<file path="config.mk">
export PLATFORM = sky130hd
export DESIGN_NAME = mgdc_queue
export DESIGN_NICKNAME = d
export VERILOG_FILES = /design/src/rtl/mgdc_pkg.sv /design/src/rtl/mgdc_queue.sv
export VERILOG_INCLUDE_DIRS = /design/src /design/src/rtl
export SDC_FILE = /design/constraint.sdc
export NUM_CORES = 1
export LEC_CHECK = 0
export BUFFER_PORTS_ARGS = -buffer_cell sky130_fd_sc_hd__buf_2
export CORE_MARGIN = 1.5
export CORE_UTILIZATION = 35
export DETAILED_ROUTE_END_ITERATION = 16
export PLACE_DENSITY_LB_ADDON = 0.08
export SYNTH_ARGS = -nofsm -noshare
export SYNTH_HDL_FRONTEND = slang
export SYNTH_SLANG_ARGS = --single-unit
export TNS_END_PERCENT = 1
</file>
<file path="constraint.sdc">
create_clock -name clk -period 5.3 [get_ports clk]
set_clock_uncertainty 0.05 [all_clocks]
set_input_delay 0.795 -clock clk [delete_from_list [all_inputs] [get_ports clk]]
set_output_delay 0.795 -clock clk [all_outputs]
set_load 0.02 [all_outputs]
</file>
<file path="src/rtl/mean_goal_distance_cost_top_defines.svh">
// Assertion macros shared by the mean goal distance cost RTL.
`ifndef MEAN_GOAL_DISTANCE_COST_TOP_DEFINES_SVH
`define MEAN_GOAL_DISTANCE_COST_TOP_DEFINES_SVH
// Property checked on every clock edge outside reset.
`define MGDC_ASSERT(label, clk, rst_n, prop, msg) \
  label: assert property (@(posedge clk) disable iff (!rst_n) prop) else $error(msg);
// Property checked on every clock edge, reset included.
`define MGDC_ASSERT_ALWAYS(label, clk, prop, msg) \
  label: assert property (@(posedge clk) prop) else $error(msg);
`endif

</file>
<file path="src/rtl/mgdc_pkg.sv">
// Package with widths, types and constants of the mean goal distance cost block.
package mgdc_pkg;
  localparam int MaxPointsDefault = 64;
  localparam int CoordW = 32;
  localparam int DistW  = 33;
  localparam int SqW    = 66;
  localparam int CfgIdxW = 2;
  localparam int CfgDataW = 32;
  localparam logic [CfgIdxW-1:0] CFG_GOAL_X = 2'd0;
  localparam logic [CfgIdxW-1:0] CFG_GOAL_Y = 2'd1;
  localparam logic [CfgIdxW-1:0] CFG_WEIGHT = 2'd2;
  localparam logic [CfgIdxW-1:0] CFG_POWER  = 2'd3;
  localparam logic [31:0] WeightReset = 32'd327680;
  localparam logic [2:0]  PowerReset  = 3'd1;

  // Payload of one input point.
  typedef struct packed {
    logic signed [CoordW-1:0] point_x;
    logic signed [CoordW-1:0] point_y;
    logic                     last_point;
  } in_item_t;

  // Payload of one result.
  typedef struct packed {
    logic [31:0] cost;
    logic        saturated;
  } out_item_t;

  // Entry of the queue between front and back.
  typedef struct packed {
    logic [DistW-1:0] distance;
    logic             valid_pt;
    logic             last_point;
  } dist_item_t;
endpackage

</file>
<file path="src/rtl/mgdc_queue.sv">
// Two-entry queue of distances between front and back.
module mgdc_queue import mgdc_pkg::*; (
  input  logic       clk,
  input  logic       rst_n,
  input  logic       wr_valid,
  output logic       wr_ready,
  input  dist_item_t wr_data,
  output logic       rd_valid,
  input  logic       rd_ready,
  output dist_item_t rd_data
);
`include "mean_goal_distance_cost_top_defines.svh"
  dist_item_t mem_r [2];
  logic       wp_r, rp_r;
  logic [1:0] cnt_r;
  logic       wr_fire, rd_fire;

  assign wr_ready = (cnt_r != 2'd2);
  assign rd_valid = (cnt_r != 2'd0);
  assign rd_data  = mem_r[rp_r];
  assign wr_fire  = wr_valid && wr_ready;
  assign rd_fire  = rd_valid && rd_ready;

  // Pointers and fill count.
  always_ff @(posedge clk) begin
    if (!rst_n) begin
      wp_r <= 1'b0;
      rp_r <= 1'b0;
      cnt_r <= 2'd0;
    end else begin
      if (wr_fire) wp_r <= ~wp_r;
      if (rd_fire) rp_r <= ~rp_r;
      cnt_r <= cnt_r + 2'(wr_fire) - 2'(rd_fire);
    end
  end

  // Storage.
  always_ff @(posedge clk) begin
    if (wr_fire) mem_r[wp_r] <= wr_data;
  end

  `MGDC_ASSERT(a_q_cnt, clk, rst_n, cnt_r != 2'd3, "queue count out of range")
  `MGDC_ASSERT(a_q_full, clk, rst_n, (cnt_r == 2'd2) |-> (wp_r == rp_r), "full queue pointer mismatch")
  `MGDC_ASSERT(a_q_empty, clk, rst_n, (cnt_r == 2'd0) |-> (wp_r == rp_r), "empty queue pointer mismatch")
endmodule

</file>
### After elaboration in Yosys (flattened, before gate mapping)

Memories as Yosys holds them, arrays and structs flattened. A register that Yosys moved wholly into a read port is not among the register bits.
Cells that the tools add are included.
W data, S select, Z words.

| word-level totals | value |
|---|---|
| register bits after elaboration | 4 |
| RAM bits | 70 |
| input bits | 39 |
| output and inout port bits | 37 |
| logic and storage cells | 16 |
| memories | 1 |

| operators by class | value |
|---|---|
| $add $sub $neg | 2 |
| eq/ne operators | 1 |
| muxes and demuxes | 4 |
| bitwise gates (word level) | 2 |
| reductions and logical operators | 3 |

Memory list:

| name | depth | width | rd ports | clocked after Yosys merged registers in | write ports | RTL line | RTL |
|---|---|---|---|---|---|---|---|
| mem_r | 2 | 35 | 1 | 1 | 1 | mgdc_queue.sv:13 | `dist_item_t mem_r [2];` |

Operator list:

| kind | count |
|---|---|
| $mux W1 | 4 |
| $add A2 B1 Y2 | 1 |
| $logic_and A1 B1 Y1 | 2 |
| $ne A2 B2 Y1 const B | 1 |
| $not A1 Y1 | 2 |
| $reduce_bool A2 Y1 | 1 |
| $sub A2 B1 Y2 | 1 |

### Depth between registers and ports, before layout

| logic depth | value |
|---|---|
| depth after elaboration | 4 |
| mapped depth | 8 |
| gate-level depth less buffers | 8 |

### Worst setup path before layout

Ideal clock, no wire load.

| path | value |
|---|---|
| path kind | in2reg |
| start | input wr_valid |
| end | memory mem_r[0][0] (netlist name) (enable) |
| setup time | 0.427 ns |
| arrival time | 2.375 ns |
| required time | 4.823 ns |
| slack | 2.448 ns |
| stages | 2 |
| buffers on the path | 0 |
| path through | nand2_1 > nor2_1 |

| on the way | value |
|---|---|
| cells in the longest elaborated chain, start to end | 3 |

RTL lines:

| item | RTL line | RTL |
|---|---|---|
| start, declared | mgdc_queue.sv:5 | `input logic wr_valid,` |
| $logic_and A1 B1 Y1 | mgdc_queue.sv:21 | `assign wr_fire = wr_valid && wr_ready;` |
| $mux W1 | mgdc_queue.sv:39 | `if (wr_fire) mem_r[wp_r] <= wr_data;` |
| $mux W1 (implied by the code) | mgdc_queue.sv:39 |  |
| end, declared | mgdc_queue.sv:13 |  |

Every way passes these cells.

==> results.ini <==
[grt]
grtUsageTotal=0.114
grt_pass1_wl_mm=7.31
grt_overflow=0
grt_max_degree=36
first_global_vias=1499
antenna_found_initial=0

[logic_synthesis]
synth_edf_count=70
synthesis.nets=174
synthTopCellsByCount=edfxtp_1 (70), mux2_4 (30), dfxtp_1 (5), mux2_2 (5)
ys_top_cells_by_area=edfxtp_1 (72%), mux2_4 (15%), dfxtp_1 (3.4%)
syn_avg_cell_area_um2=21.9
yosys_warnings=0
yosysMostFrequentCell=edfxtp_1
ys_types=18
seq_area_frac_synth=0.755
synthDominantCellAreaShare=0.721
synth-main-ff-cell=edfxtp_1
synth.largest_area_cell=edfxtp_1
postSynthCellCount=133
synthArstFlopShare=0
ys_ff_latch=75
netlist_area_mm2=0.00292

[timing]
period_share=0.537
tns_ns=0
slew_headroom=0.236
period_minus_slack_ns=2.84
worstMarginPinSlew_ns=1.15
rsz0062_at_grt=no
final-setup-viol-count=0
report.final.slew_viol_count=0
fin_ws_ns=2.46
hold_violations=0
fmax_mhz=352

[place]
placed_cells=309
numPortBuffers=75
post-dp-hpwl_mm=3.03
place_ws_ns=2.75
gpl.final_weighted_congestion=0.667

[setup_path]
worstReg2RegEnd=mem_r[0][17]
arrival_ns=2.00
critPathMaxFanout=35
timing.rr.start=cnt_r[0]
critPathCaptureType=primary output
startpoint_type=flop
path_class=reg2out
reg2reg_setup_slack_ns=3.36
critical-path-max-stage-delay_ns=1.09
cp.required_ns=4.45
crit_slowest_cell=dfxtp_2
path_buf_inv=1
r2r_cells=3
path_cells=mux2_2 -> buf_2
crit_family=flip-flops

[clock_tree]
clkTransAtPathRegs_ns=0.07
clk_path_buf_depth=2
cts.repair.resized=0
cts.sinks=75
cts_tree=yes
clkLatencyLatePin_ns=0.33
tritoncts.num_buffers=9
htreeDepth=3
cts_root_buf=clkbuf_8
cts_hold_buf=0
post_cts_buffers=0

[floorplan]
die_area_mm2=0.00889
ios=76
rows=33
initial_core_util=0.358
core_area_mm2=0.00813
die_w_um=94.3
die_y_um=94.3

[pwr]
swShare=0.292
switchingPower_mw=0.490
seqPwrFrac=0.488
ir_worst_vdd_mv=0.343
p_total_mw=1.68
power.density_mw_per_mm2=474
p_leak_nw=1.38
clkPwrFrac=0.235
power_frac_comb=0.277
internal_power_mw=1.19

[drt]
drc=0
wl_per_cell_um=14.8
dr.pass1.iters=4
drtAntennaViolNets=0
via_per_inst=4.41
routed_wl_mm=4.79
drtIter0Drc=34
num_vias=1428

[final_layout]
drive_above_1_share=0.575
layout.cells.non_filler=324
area_growth_pct=21.2
antenna_cells=0
layout.nets=256

[flow_run]
cap_violations=0

[hold_path]
hp-start=rp_r
hp-class=reg2reg
hold_depth=2

[outcome]
status=finished clean

-- cell families after synthesis --
| family | synth area share |
|---|---|
| simple gates | 0.0210 |
| compound gates | 0.00300 |
| flops | 0.755 |
| mux | 0.177 |
| xor+xnor | 0.00901 |
| fa+ha+maj | 0.00858 |
| buf+inv | 0.0258 |
-- sequential cells by signal (all words and copies together) (netlist names), named ones only --
register / cells
cnt_r: 2
wp_r: 1
mem_r: 70
rp_r: 1
-- worst reg2reg max path, cell delays in order, from the launching register on --
cell,delay (ns)
dfxtp_1,0.37
nand2b_1,0.15
nand2_1,0.15
nor2_4,0.83
-- per-layer routing --
| layer | vias to the layer above | track usage | wire (um) |
|---|---|---|---|
| li1 | 674 | - | - |
| met1 | 701 | 0.139 | 2010 |
| met2 | 44 | 0.183 | 2440 |
| met3 | 9 | 0.0307 | 247 |
| met4 | 0 | 0.0597 | 86 |
| met5 | - | 0 | 0 |
-- final cells by class --
cell class / instances / area (um^2)
repair buffers: 75 / 375
well taps: 105 / 131
fillers: 719 / 4600
clock inverters: 4 / 42.5
clock buffers: 11 / 131
flip-flops and latches: 75 / 2200
multi-input cells: 53 / 647
inverters: 1 / 3.75
-- worst max-delay path by stage --
stage | startpoint | end | slack [ns] | depth (start not counted)
floorplan | wr_valid | mem_r[0][0] | 2.45 | 2
global placement | flop | rd_data[0] | 2.77 | 2
detailed placement | flop | rd_data[3] | 2.75 | 2
CTS | flop | rd_data[3] | 2.37 | 2
global route | flop | rd_data[3] | 2.31 | 2
finish | flop | rd_data[0] | 2.46 | 2
-- through the flow --
stage	utilization	cell area (um^2)	hold WS [ns]
global route	0.435	3530	0.534
global placement	0.413	3360	0.450
detailed placement	0.413	3360	0.480
floorplan	-	2920	0.405
finish	0.435	3530	0.490
CTS	0.435	3530	0.495
-- power groups by stage --
| stage | clock (mW) | sequential (mW) | combinational [mW] |
|---|---|---|---|
| after floorplan | 0 | 0.779 | 0.411 |
| after CTS | 0.410 | 0.823 | 0.473 |
| after global routing | 0.430 | 0.832 | 0.499 |
| after global placement | 0 | 0.828 | 0.463 |
| final | 0.394 | 0.818 | 0.464 |
| after detailed placement | 0 | 0.835 | 0.471 |
-- layout by cell type, fill, tap and decap left out, types with 2 or more instances in the layout --
cell type	n
nand2b_1	2
clkinv_1	2
mux2_2	5
and2_1	2
nand2_1	2
xnor2_1	3
buf_2	75
mux2_4	30
clkbuf_8	9
ha_1	2
dfxtp_1	4
nor2b_1	2
edfxtp_1	70
clkbuf_1	2
Note: power is estimated with default switching activity, not from simulation.
